## src/rtl/core/gmdfs_pkg.sv

```systemverilog
// Shared types and constants for the grid maze depth-first path search.
// Used by gmdfs_stack and grid_maze_dfs_path_search; depends on nothing.
package gmdfs_pkg;

   localparam int ROWS_DEF        = 16;
   localparam int COLS_DEF        = 16;
   localparam int STACK_DEPTH_DEF = 256;

   localparam int COORD_W   = 4;
   localparam int CFG_W     = 5;
   localparam int LEN_W     = 9;
   localparam int CMD_W     = 2;
   localparam int MARK_W    = 2;
   localparam int REQ_W     = 32;
   localparam int RSP_W     = 16;

   localparam logic [LEN_W-1:0] LEN_MAX    = 9'd511;
   localparam logic [CFG_W-1:0] SIZE_RESET = 5'd10;

   localparam logic [CMD_W-1:0] CMD_WRITE = 2'd0;
   localparam logic [CMD_W-1:0] CMD_SOLVE = 2'd1;
   localparam logic [CMD_W-1:0] CMD_READ  = 2'd2;

   localparam logic [MARK_W-1:0] MARK_OPEN = 2'd0;
   localparam logic [MARK_W-1:0] MARK_WALL = 2'd1;
   localparam logic [MARK_W-1:0] MARK_PATH = 2'd2;
   localparam logic [MARK_W-1:0] MARK_DEAD = 2'd3;

   localparam logic [1:0] DIR_COL_INC = 2'd0;
   localparam logic [1:0] DIR_ROW_INC = 2'd1;
   localparam logic [1:0] DIR_COL_DEC = 2'd2;
   localparam logic [1:0] DIR_ROW_DEC = 2'd3;

   localparam logic [0:0] CSR_ROWS = 1'b0;
   localparam logic [0:0] CSR_COLS = 1'b1;

   typedef struct packed {
      logic clear;
      logic push;
      logic pop;
   } stk_ctl_type;

endpackage

```

## src/rtl/core/grid_maze_dfs_path_search.sv

```systemverilog
// Grid maze solver: a ROWS x COLS grid of 2-bit marks (open, wall, path, dead end) searched
// depth first with an explicit stack. The grid memory and the stack memory both have a
// registered read, so a read word waits in ST_RD_WAIT, each cell tried waits in ST_CHECK_WAIT
// and each stack pop waits in ST_POP_WAIT. After reset a clearing pass opens every cell
// before the first request word is taken. Depends on gmdfs_pkg and gmdfs_stack.
module grid_maze_dfs_path_search #(
   parameter int ROWS        = gmdfs_pkg::ROWS_DEF,
   parameter int COLS        = gmdfs_pkg::COLS_DEF,
   parameter int STACK_DEPTH = gmdfs_pkg::STACK_DEPTH_DEF
) (
   input  logic                            clock,
   input  logic                            reset,
   input  logic                            req_tvalid,
   output logic                            req_tready,
   // cmd, cell_row, cell_col, wall_bit, start_row, start_col, end_row, end_col
   input  logic [gmdfs_pkg::REQ_W-1:0]     req_tdata,
   output logic                            rsp_tvalid,
   input  logic                            rsp_tready,
   // found, path_length, cell_mark
   output logic [gmdfs_pkg::RSP_W-1:0]     rsp_tdata,
   input  logic                            csr_valid,
   output logic                            csr_ready,
   input  logic [0:0]                      csr_index,
   input  logic [gmdfs_pkg::CFG_W-1:0]     csr_wdata
);

   localparam int N     = ROWS * COLS;
   localparam int AW    = $clog2(N);
   localparam int RI    = $clog2(ROWS);
   localparam int CI    = $clog2(COLS);
   localparam int RSPAN = ROWS > 16 ? ROWS : 16;
   localparam int CSPAN = COLS > 16 ? COLS : 16;
   localparam int RB    = $clog2(RSPAN) + 1;
   localparam int CB    = $clog2(CSPAN) + 1;
   localparam int EW    = RI + CI + 2;
   localparam int TW    = $clog2(STACK_DEPTH + 1);
   localparam int LW    = TW > gmdfs_pkg::LEN_W ? TW : gmdfs_pkg::LEN_W;

   typedef enum logic [7:0] {
      ST_CLEAR      = 8'b0000_0001,
      ST_IDLE       = 8'b0000_0010,
      ST_RD_WAIT    = 8'b0000_0100,
      ST_CHECK      = 8'b0000_1000,
      ST_CHECK_WAIT = 8'b0001_0000,
      ST_POP        = 8'b0010_0000,
      ST_POP_WAIT   = 8'b0100_0000,
      ST_FINISH     = 8'b1000_0000
   } state_type;

   state_type state_ff, state_in;

   logic [AW-1:0]                   clr_ff, clr_in;
   logic [RB-1:0]                   cr_ff, cr_in;
   logic [CB-1:0]                   cc_ff, cc_in;
   logic [gmdfs_pkg::COORD_W-1:0]   er_ff, er_in, ec_ff, ec_in;
   logic                            res_found_ff, res_found_in;
   logic [gmdfs_pkg::LEN_W-1:0]     res_len_ff, res_len_in;
   logic [gmdfs_pkg::MARK_W-1:0]    res_mark_ff, res_mark_in;
   logic                            rd_inuse_ff, rd_inuse_in;
   logic [gmdfs_pkg::CFG_W-1:0]     rows_ff, cols_ff;
   logic                            rsp_valid_ff, rsp_valid_in;
   logic [gmdfs_pkg::RSP_W-1:0]     rsp_data_ff, rsp_data_in;

   logic [1:0]                      grid_mem [N];
   logic                            grid_we, grid_re;
   logic [AW-1:0]                   grid_waddr, grid_raddr;
   logic [1:0]                      grid_wdata;
   logic [1:0]                      grid_rdata_ff;

   gmdfs_pkg::stk_ctl_type          stk_ctl;
   logic [EW-1:0]                   stk_push_entry;
   logic [EW-1:0]                   stk_pop_entry;
   logic [TW-1:0]                   stk_top;

   logic [gmdfs_pkg::CMD_W-1:0]     f_cmd;
   logic [RB-1:0]                   f_cell_row, f_start_row;
   logic [CB-1:0]                   f_cell_col, f_start_col;
   logic                            f_wall;
   logic [1:0]                      e_dir, e_dir_next;
   logic [RB-1:0]                   e_row, nb_row;
   logic [CB-1:0]                   e_col, nb_col;
   logic [LW-1:0]                   len_raw;
   logic                            req_fire, finish_load;

   function automatic logic in_use_f(input logic [RB-1:0] r, input logic [CB-1:0] c,
                                     input logic [gmdfs_pkg::CFG_W-1:0] nr,
                                     input logic [gmdfs_pkg::CFG_W-1:0] nc);
      return (r < RB'(ROWS)) && (r < RB'(nr)) && (c < CB'(COLS)) && (c < CB'(nc));
   endfunction

   function automatic logic [AW-1:0] addr_f(input logic [RB-1:0] r, input logic [CB-1:0] c);
      return AW'(r[RI-1:0]) * AW'(COLS) + AW'(c[CI-1:0]);
   endfunction

   assign f_cmd       = req_tdata[1:0];
   assign f_cell_row  = RB'(req_tdata[5:2]);
   assign f_cell_col  = CB'(req_tdata[9:6]);
   assign f_wall      = req_tdata[10];
   assign f_start_row = RB'(req_tdata[14:11]);
   assign f_start_col = CB'(req_tdata[18:15]);

   assign e_dir      = stk_pop_entry[1:0];
   assign e_col      = CB'(stk_pop_entry[CI+1:2]);
   assign e_row      = RB'(stk_pop_entry[EW-1:CI+2]);
   assign e_dir_next = e_dir + 2'd1;
   assign len_raw    = LW'(stk_top) + LW'(1);

   always_comb begin
      nb_row = e_row;
      nb_col = e_col;
      case (e_dir_next)
         gmdfs_pkg::DIR_COL_INC: nb_col = e_col + CB'(1);
         gmdfs_pkg::DIR_ROW_INC: nb_row = e_row + RB'(1);
         gmdfs_pkg::DIR_COL_DEC: nb_col = e_col - CB'(1);
         default:                nb_row = e_row - RB'(1);
      endcase
   end

   assign req_tready  = (state_ff == ST_IDLE);
   assign req_fire    = req_tvalid && req_tready;
   assign finish_load = (state_ff == ST_FINISH) && (!rsp_valid_ff || rsp_tready);

   always_comb begin
      state_in       = state_ff;
      clr_in         = clr_ff;
      cr_in          = cr_ff;
      cc_in          = cc_ff;
      er_in          = er_ff;
      ec_in          = ec_ff;
      res_found_in   = res_found_ff;
      res_len_in     = res_len_ff;
      res_mark_in    = res_mark_ff;
      rd_inuse_in    = rd_inuse_ff;
      grid_we        = 1'b0;
      grid_waddr     = addr_f(cr_ff, cc_ff);
      grid_wdata     = gmdfs_pkg::MARK_OPEN;
      grid_re        = 1'b0;
      grid_raddr     = addr_f(cr_ff, cc_ff);
      stk_ctl        = '0;
      stk_push_entry = {cr_ff[RI-1:0], cc_ff[CI-1:0], gmdfs_pkg::DIR_COL_INC};

      unique case (state_ff)
         ST_CLEAR: begin
            grid_we    = 1'b1;
            grid_waddr = clr_ff;
            clr_in     = clr_ff + AW'(1);
            if (clr_ff == AW'(N - 1)) begin
               state_in = ST_IDLE;
            end
         end
         ST_IDLE: begin
            if (req_fire) begin
               res_found_in = 1'b0;
               res_len_in   = '0;
               res_mark_in  = gmdfs_pkg::MARK_OPEN;
               case (f_cmd)
                  gmdfs_pkg::CMD_WRITE: begin
                     grid_we    = (f_cell_row < RB'(ROWS)) && (f_cell_col < CB'(COLS));
                     grid_waddr = addr_f(f_cell_row, f_cell_col);
                     grid_wdata = f_wall ? gmdfs_pkg::MARK_WALL : gmdfs_pkg::MARK_OPEN;
                     state_in   = ST_FINISH;
                  end
                  gmdfs_pkg::CMD_SOLVE: begin
                     cr_in         = f_start_row;
                     cc_in         = f_start_col;
                     er_in         = req_tdata[22:19];
                     ec_in         = req_tdata[26:23];
                     stk_ctl.clear = 1'b1;
                     state_in      = ST_CHECK;
                  end
                  gmdfs_pkg::CMD_READ: begin
                     grid_re     = 1'b1;
                     grid_raddr  = addr_f(f_cell_row, f_cell_col);
                     rd_inuse_in = in_use_f(f_cell_row, f_cell_col, rows_ff, cols_ff);
                     state_in    = ST_RD_WAIT;
                  end
                  default: begin
                     state_in = ST_FINISH;
                  end
               endcase
            end
         end
         ST_RD_WAIT: begin
            res_mark_in = rd_inuse_ff ? grid_rdata_ff : gmdfs_pkg::MARK_WALL;
            state_in    = ST_FINISH;
         end
         ST_CHECK: begin
            if (in_use_f(cr_ff, cc_ff, rows_ff, cols_ff)) begin
               grid_re  = 1'b1;
               state_in = ST_CHECK_WAIT;
            end else if (stk_top != '0) begin
               state_in = ST_POP;
            end else begin
               state_in = ST_FINISH;
            end
         end
         ST_CHECK_WAIT: begin
            if (grid_rdata_ff == gmdfs_pkg::MARK_OPEN) begin
               grid_we    = 1'b1;
               grid_wdata = gmdfs_pkg::MARK_PATH;
               if (stk_top >= TW'(STACK_DEPTH)) begin
                  state_in = ST_FINISH;
               end else begin
                  stk_ctl.push = 1'b1;
                  if ((cr_ff == RB'(er_ff)) && (cc_ff == CB'(ec_ff))) begin
                     res_found_in = 1'b1;
                     res_len_in   = (len_raw > LW'(gmdfs_pkg::LEN_MAX)) ?
                                    gmdfs_pkg::LEN_MAX : len_raw[gmdfs_pkg::LEN_W-1:0];
                     state_in     = ST_FINISH;
                  end else begin
                     cc_in    = cc_ff + CB'(1);
                     state_in = ST_CHECK;
                  end
               end
            end else if (stk_top != '0) begin
               state_in = ST_POP;
            end else begin
               state_in = ST_FINISH;
            end
         end
         ST_POP: begin
            stk_ctl.pop = 1'b1;
            state_in    = ST_POP_WAIT;
         end
         ST_POP_WAIT: begin
            if ((e_dir == gmdfs_pkg::DIR_ROW_DEC) && (stk_top != '0)) begin
               grid_we     = 1'b1;
               grid_waddr  = addr_f(e_row, e_col);
               grid_wdata  = gmdfs_pkg::MARK_DEAD;
               stk_ctl.pop = 1'b1;
            end else if (e_dir != gmdfs_pkg::DIR_ROW_DEC) begin
               stk_ctl.push   = 1'b1;
               stk_push_entry = {stk_pop_entry[EW-1:2], e_dir_next};
               cr_in          = nb_row;
               cc_in          = nb_col;
               state_in       = ST_CHECK;
            end else begin
               state_in = ST_FINISH;
            end
         end
         ST_FINISH: begin
            if (finish_load) begin
               state_in = ST_IDLE;
            end
         end
         default: begin
            state_in = ST_IDLE;
         end
      endcase
   end

   always_comb begin
      rsp_valid_in = rsp_valid_ff;
      rsp_data_in  = rsp_data_ff;
      if (finish_load) begin
         rsp_valid_in = 1'b1;
         rsp_data_in  = {4'd0, res_mark_ff, res_len_ff, res_found_ff};
      end else if (rsp_tready) begin
         rsp_valid_in = 1'b0;
      end
   end

   always_ff @(posedge clock) begin
      if (reset) begin
         state_ff     <= ST_CLEAR;
         clr_ff       <= '0;
         rsp_valid_ff <= 1'b0;
         rows_ff      <= gmdfs_pkg::SIZE_RESET;
         cols_ff      <= gmdfs_pkg::SIZE_RESET;
      end else begin
         state_ff     <= state_in;
         clr_ff       <= clr_in;
         rsp_valid_ff <= rsp_valid_in;
         if (csr_valid && csr_ready) begin
            unique case (csr_index)
               gmdfs_pkg::CSR_ROWS: rows_ff <= csr_wdata;
               gmdfs_pkg::CSR_COLS: cols_ff <= csr_wdata;
               default:             rows_ff <= rows_ff;
            endcase
         end
      end
   end

   always_ff @(posedge clock) begin
      cr_ff        <= cr_in;
      cc_ff        <= cc_in;
      er_ff        <= er_in;
      ec_ff        <= ec_in;
      res_found_ff <= res_found_in;
      res_len_ff   <= res_len_in;
      res_mark_ff  <= res_mark_in;
      rd_inuse_ff  <= rd_inuse_in;
      rsp_data_ff  <= rsp_data_in;
   end

   always_ff @(posedge clock) begin
      if (grid_we) begin
         grid_mem[grid_waddr] <= grid_wdata;
      end
      if (grid_re) begin
         grid_rdata_ff <= grid_mem[grid_raddr];
      end
   end

   gmdfs_stack #(
      .DEPTH (STACK_DEPTH),
      .EW    (EW)
   ) u_stack (
      .clock      (clock),
      .reset      (reset),
      .ctl        (stk_ctl),
      .push_entry (stk_push_entry),
      .pop_entry  (stk_pop_entry),
      .top        (stk_top)
   );

   assign csr_ready  = 1'b1;
   assign rsp_tvalid = rsp_valid_ff;
   assign rsp_tdata  = rsp_data_ff;

`ifndef SYNTHESIS
   a_stack_bound: assert property (@(posedge clock) disable iff (reset)
      stk_top <= TW'(STACK_DEPTH))
      else $error("stack top beyond depth");

   a_found_len: assert property (@(posedge clock) disable iff (reset)
      rsp_tvalid && rsp_tdata[0] |-> rsp_tdata[9:1] != '0)
      else $error("found result with empty path");

   a_solve_start: assert property (@(posedge clock) disable iff (reset)
      req_fire && (f_cmd == gmdfs_pkg::CMD_SOLVE) |=> state_ff == ST_CHECK && stk_top == '0)
      else $error("solve did not start with an empty stack");

   a_grid_no_overlap: assert property (@(posedge clock) disable iff (reset)
      grid_we && grid_re |-> state_ff == ST_IDLE && grid_waddr != grid_raddr)
      else $error("grid read and write collide");
`endif

endmodule

```

## src/rtl/core/gmdfs_stack.sv

```systemverilog
// Search stack: one synchronous memory of cell-plus-direction entries and its top counter.
// Depends on gmdfs_pkg for the control struct.
module gmdfs_stack #(
   parameter int DEPTH = gmdfs_pkg::STACK_DEPTH_DEF,
   parameter int EW    = 10
) (
   input  logic                       clock,
   input  logic                       reset,
   input  gmdfs_pkg::stk_ctl_type     ctl,
   input  logic [EW-1:0]              push_entry,
   output logic [EW-1:0]              pop_entry,
   output logic [$clog2(DEPTH+1)-1:0] top
);

   localparam int TW = $clog2(DEPTH + 1);
   localparam int SW = $clog2(DEPTH);

   logic [EW-1:0] stk_mem [DEPTH];
   logic [TW-1:0] top_ff;
   logic [TW-1:0] top_in;
   logic [TW-1:0] top_dec;
   logic [EW-1:0] rd_ff;

   assign top_dec = top_ff - TW'(1);

   always_comb begin
      top_in = top_ff;
      if (ctl.clear) begin
         top_in = '0;
      end else if (ctl.push) begin
         top_in = top_ff + TW'(1);
      end else if (ctl.pop) begin
         top_in = top_dec;
      end
   end

   always_ff @(posedge clock) begin
      if (reset) begin
         top_ff <= '0;
      end else begin
         top_ff <= top_in;
      end
   end

   always_ff @(posedge clock) begin
      if (ctl.push) begin
         stk_mem[top_ff[SW-1:0]] <= push_entry;
      end
      if (ctl.pop) begin
         rd_ff <= stk_mem[top_dec[SW-1:0]];
      end
   end

   assign pop_entry = rd_ff;
   assign top       = top_ff;

endmodule

```

## config.mk

```make
export PLATFORM = sky130hd
export DESIGN_NAME = grid_maze_dfs_path_search
export DESIGN_NICKNAME = d
export VERILOG_FILES = /design/src/rtl/core/gmdfs_pkg.sv /design/src/rtl/core/grid_maze_dfs_path_search.sv /design/src/rtl/core/gmdfs_stack.sv
export SDC_FILE = /design/constraint.sdc
export NUM_CORES = 2
export LEC_CHECK = 0
export BUFFER_PORTS_ARGS = -buffer_cell sky130_fd_sc_hd__buf_2
export CORE_MARGIN = 5
export CORE_UTILIZATION = 30
export CTS_CLUSTER_DIAMETER = 30
export DETAILED_ROUTE_END_ITERATION = 6
export PLACE_DENSITY = 0.46
export SYNTH_ARGS = -nofsm -noshare
export SYNTH_HDL_FRONTEND = slang
export SYNTH_SLANG_ARGS = --single-unit
```

## constraint.sdc

```tcl
create_clock -name clock -period 23.3 [get_ports clock]
set_input_delay 5.825 -clock clock [delete_from_list [all_inputs] [get_ports clock]]
set_output_delay 5.825 -clock clock [all_outputs]
set_load 0.02 [all_outputs]
```

==> impl_metrics.tcl <==
set metrics [dict create \
    fin_skew_ps 111 \
    p_per_area_mw_per_mm2 105 \
    die_y_um 656 \
    first_pass_iters 6 \
    postCtsResizedCells 0 \
    path_max_fanout 23 \
    synth_cell_types 81 \
    synthCells 6237 \
    clock-sinks 3163 \
    cts_buffers 682 \
    slew_viol_final 0 \
    met1_usage_pct 20.8 \
    crit_path_end_kind "flop" \
    clkTransAtPathRegs_ps 40 \
    leakage_nw 48.2 \
    placementRows 237 \
    use_met2_pct 26.4 \
    grt_first_pass_wirelength_um 496000 \
    finalCriticalPeriod_ps 9760 \
    synth.area.top_cells "edfxtp_1, mux4_2, nor2_1" \
    p_clk_share_pct 58.4 \
    num-nets-final 6851 \
    io_buffer_count 51 \
    coreArea_mm2 0.416 \
    wl_per_cell_um 27.1 \
    status "completed" \
    drc 0 \
    fin_cells 12800 \
    worst_slew_pin_slew_ps 1310 \
    h-tree-depth 6 \
    clockBufferDepth 4 \
    hold_start "res_len_ff[7]$_SDFFCE_PN0P_" \
    drive_above_1_share_pct 29.8 \
    max_freq_mhz 102 \
    die_area_mm2 0.430 \
    ctsRootBufferMaster "clkbuf_16" \
    place.gp.congestion 0.788 \
    grt_max_degree 129 \
    p_sw_share_pct 21.8 \
    drt-initial-drc-count 5410 \
    p_comb_share_pct 3.5 \
    post-cts-setup-buffers 0 \
    ys_async_sr_fraction_pct 0 \
    r2r_start "u_stack.top[0]$_SDFFE_PP0P_" \
    synth_edf_count 3127 \
    power.internal_mw 12.8 \
    ctsHoldBuffers 0 \
    postSynthAreaPerCell_um2 20.1 \
    dp_cells 11600 \
    ant_nets 0 \
    worst-r2r-setup-slack_ps 16060 \
    hp-class "flop to flop" \
    maxSlewHeadroom_pct 12.6 \
    detail_route.wirelength_um 347000 \
    cp_cell_sequence "buf_2, inv_1, ha_1, and2_1, nand3_1, inv_2, mux2i_1, buf_4, nand2_2, o221a_2, a2111oi_0, nor4_1, a2111oi_0, buf_4, a211o_1" \
    synth_top_area_share_pct 75.0 \
    dp_hpwl_um 206000 \
    hold_viol 0 \
    antenna_found_initial 17 \
    cts_tree "done" \
    io_pins 62 \
    switching_power_mw 3.56 \
    path_class "primary input to flop" \
    via_per_inst 4.97 \
    p_seq_share_pct 38.1 \
    drv_cap 0 \
    area_growth_pct 24.3 \
    slowest_delay_ps 710 \
    ys.flop_type "edfxtp_1" \
    final.setup.tns_ps 0 \
    grt_pass1_vias 67800 \
    clkLatencyLatePin_ps 1050 \
    top_usage_layer "met2" \
    r2r_end "u_stack.pop_entry[0]$_DFFE_PP_" \
    finalCritPeriodShare_pct 41.9 \
    yosysSeqAreaShare_pct 75.6 \
    critPathRequiredTime_ps 24170 \
    grt_setup_unrepaired "no" \
    setup_violations 0 \
    hold_path_end "rsp_tdata[8]$_DFFE_PP_" \
    rr_worst_depth 11 \
    die_w_um 656 \
    vias 63800 \
    slowest_stage "a2111oi_0" \
    ys_ff_latch 3163 \
    start_util_pct 30.1 \
    track_usage_pct 15.7 \
    arrival_ps 10620 \
    vdd_ir_drop_max_mv 0.0707 \
    yosysWarnings 0 \
    overflow 0 \
    critPathLaunchType "primary input" \
    synth.largest_area_cell "edfxtp_1" \
    syn_area_mm2 0.125 \
    grt.met3_usage_pct 2.81 \
    holdPathStages 0 \
]
## critical path, delay by kind of cell
family | cells | cell delay [ps]
compound gates | 4 | 1760
fa+ha+maj | 1 | 190
buf+inv | 5 | 1330
mux | 1 | 230
simple gates | 4 | 1240
## placed cells by master, fill, tap and decap left out, types with 40 or more instances in the layout
master and count:
nand2_1 408, clkinv_1 114, mux4_2 836, and2_1 47, and3_1 40, nand3_1 56, clkbuf_16 687, clkinv_2 104
bufinv_16 88, clkbuf_1 86, mux2i_1 78, clkinvlp_4 66, a31oi_1 57, clkinv_4 40, a211oi_1 76, edfxtp_1 3127
buf_2 51, buf_4 167, nor2_1 582, a21oi_1 77
## routing by layer
metal | vias to the layer above | wire length (µm) | part of all wire (%)
li1 | 26900 | - | -
met1 | 34400 | 147000 | 42
met2 | 1945 | 173000 | 50
met3 | 551 | 18600 | 5.4
met4 | 2 | 9500 | 2.7
met5 | - | 11 | 0.0032
## area by class of cell
type / instances / area, µm²
fillers: 38200 / 261000
flip-flops and latches: 3163 / 94600
multi-input cells: 2673 / 29200
clock buffers: 773 / 17500
well taps: 5497 / 6880
clock inverters: 476 / 5710
repair buffers: 226 / 1670
inverters: 27 / 101
diodes: 4 / 10.0
## power groups by stage
| stage | Sequential [mW] | Clock, mW | Combinational [mW] |
|---|---|---|---|
| global placement | 6.32 | 0 | 0.578 |
| floorplan | 6.32 | 0 | 0.329 |
| detailed placement | 6.32 | 0 | 0.581 |
| CTS | 6.22 | 9.71 | 0.582 |
| global route | 6.22 | 10.0 | 0.600 |
| finish | 6.22 | 9.55 | 0.573 |
## worst max-delay path by stage
stage	cells past startpoint	startpoint	end	slack (ps)
floorplan	5	state_ff[0]$_SDFFE_PP1P_	u_stack.stk_mem[0][0]$_DFFE_PP_	10280
global placement	15	req_tdata[0]	grid_rdata_ff[1]$_DFFE_PP_	12550
detailed placement	15	req_tdata[0]	grid_rdata_ff[1]$_DFFE_PP_	12550
CTS	15	req_tdata[0]	grid_rdata_ff[1]$_DFFE_PP_	13640
global route	15	req_tdata[0]	grid_rdata_ff[1]$_DFFE_PP_	13360
finish	15	req_tdata[0]	grid_rdata_ff[1]$_DFFE_PP_	13540
## synthesized netlist by cell type, types with 5 or more instances
cell type and count:
a2111oi_0 10, a211oi_1 76, a21boi_0 8, a21o_1 11
a21oi_1 77, a221oi_1 9, a222oi_1 10, a22oi_1 5
a311oi_1 23, a31oi_1 57, and2_1 50, and2b_1 6
and3_1 40, buf_1 72, buf_2 84, buf_4 14
buf_6 8, clkbuf_1 193, dfxtp_1 36, edfxtp_1 3127
ha_1 33, inv_1 25, mux2_2 19, mux2i_1 79
mux4_2 836, nand2_1 409, nand2b_1 21, nand3_1 68
nand4_1 9, nor2_1 583, nor2b_1 10, nor3_1 17
nor3b_1 5, nor4_1 21, o21ai_0 32, o221ai_1 14
o22ai_1 16, or2_2 5, or4_1 6, xnor2_1 19
xor2_1 22
## sequential cells by signal, indices dropped and copies added, names as in the netlist, 2 cells and up
register / count
state_ff: 8
rsp_tdata: 12
er_ff: 4
u_stack.pop_entry: 10
ec_ff: 4
cr_ff: 5
cols_ff: 5
res_len_ff: 9
cc_ff: 5
clr_ff: 8
u_stack.stk_mem: 2560
rows_ff: 5
res_mark_ff: 2
grid_rdata_ff: 2
u_stack.top: 9
grid_mem: 512
## cell families (layout without fill, tap and decap cells)
logic type / after synthesis / in the layout / synth area share (%)
xor gates and xnor gates: 41 / 41 / 0.287
muxes: 937 / 937 / 15.9
AOI/OAI and AO/OA: 384 / 384 / 2.16
DFF: 3163 / 3163 / 75.6
and+or+nand+nor: 1271 / 1271 / 4.34
buffers and inverters: 404 / 1502 / 1.41
other: 2 / 9 / 0.00600
adders and majority gates: 35 / 35 / 0.362
## metrics by stage
stage | util (%) | setup slack, ps | power (mW) | instance area (µm²) | hold WS (ps)
floorplan | - | 10280 | 6.65 | 125000 | 400
detailed placement | 31.8 | 12550 | 6.90 | 132000 | 405
finish | 37.4 | 13540 | 16.4 | 156000 | 413
global placement | 31.8 | 12550 | 6.90 | 132000 | 411
CTS | 37.4 | 13640 | 16.5 | 156000 | 415
global route | 37.4 | 13360 | 16.9 | 156000 | 420
(Power assumes the default switching activity.)
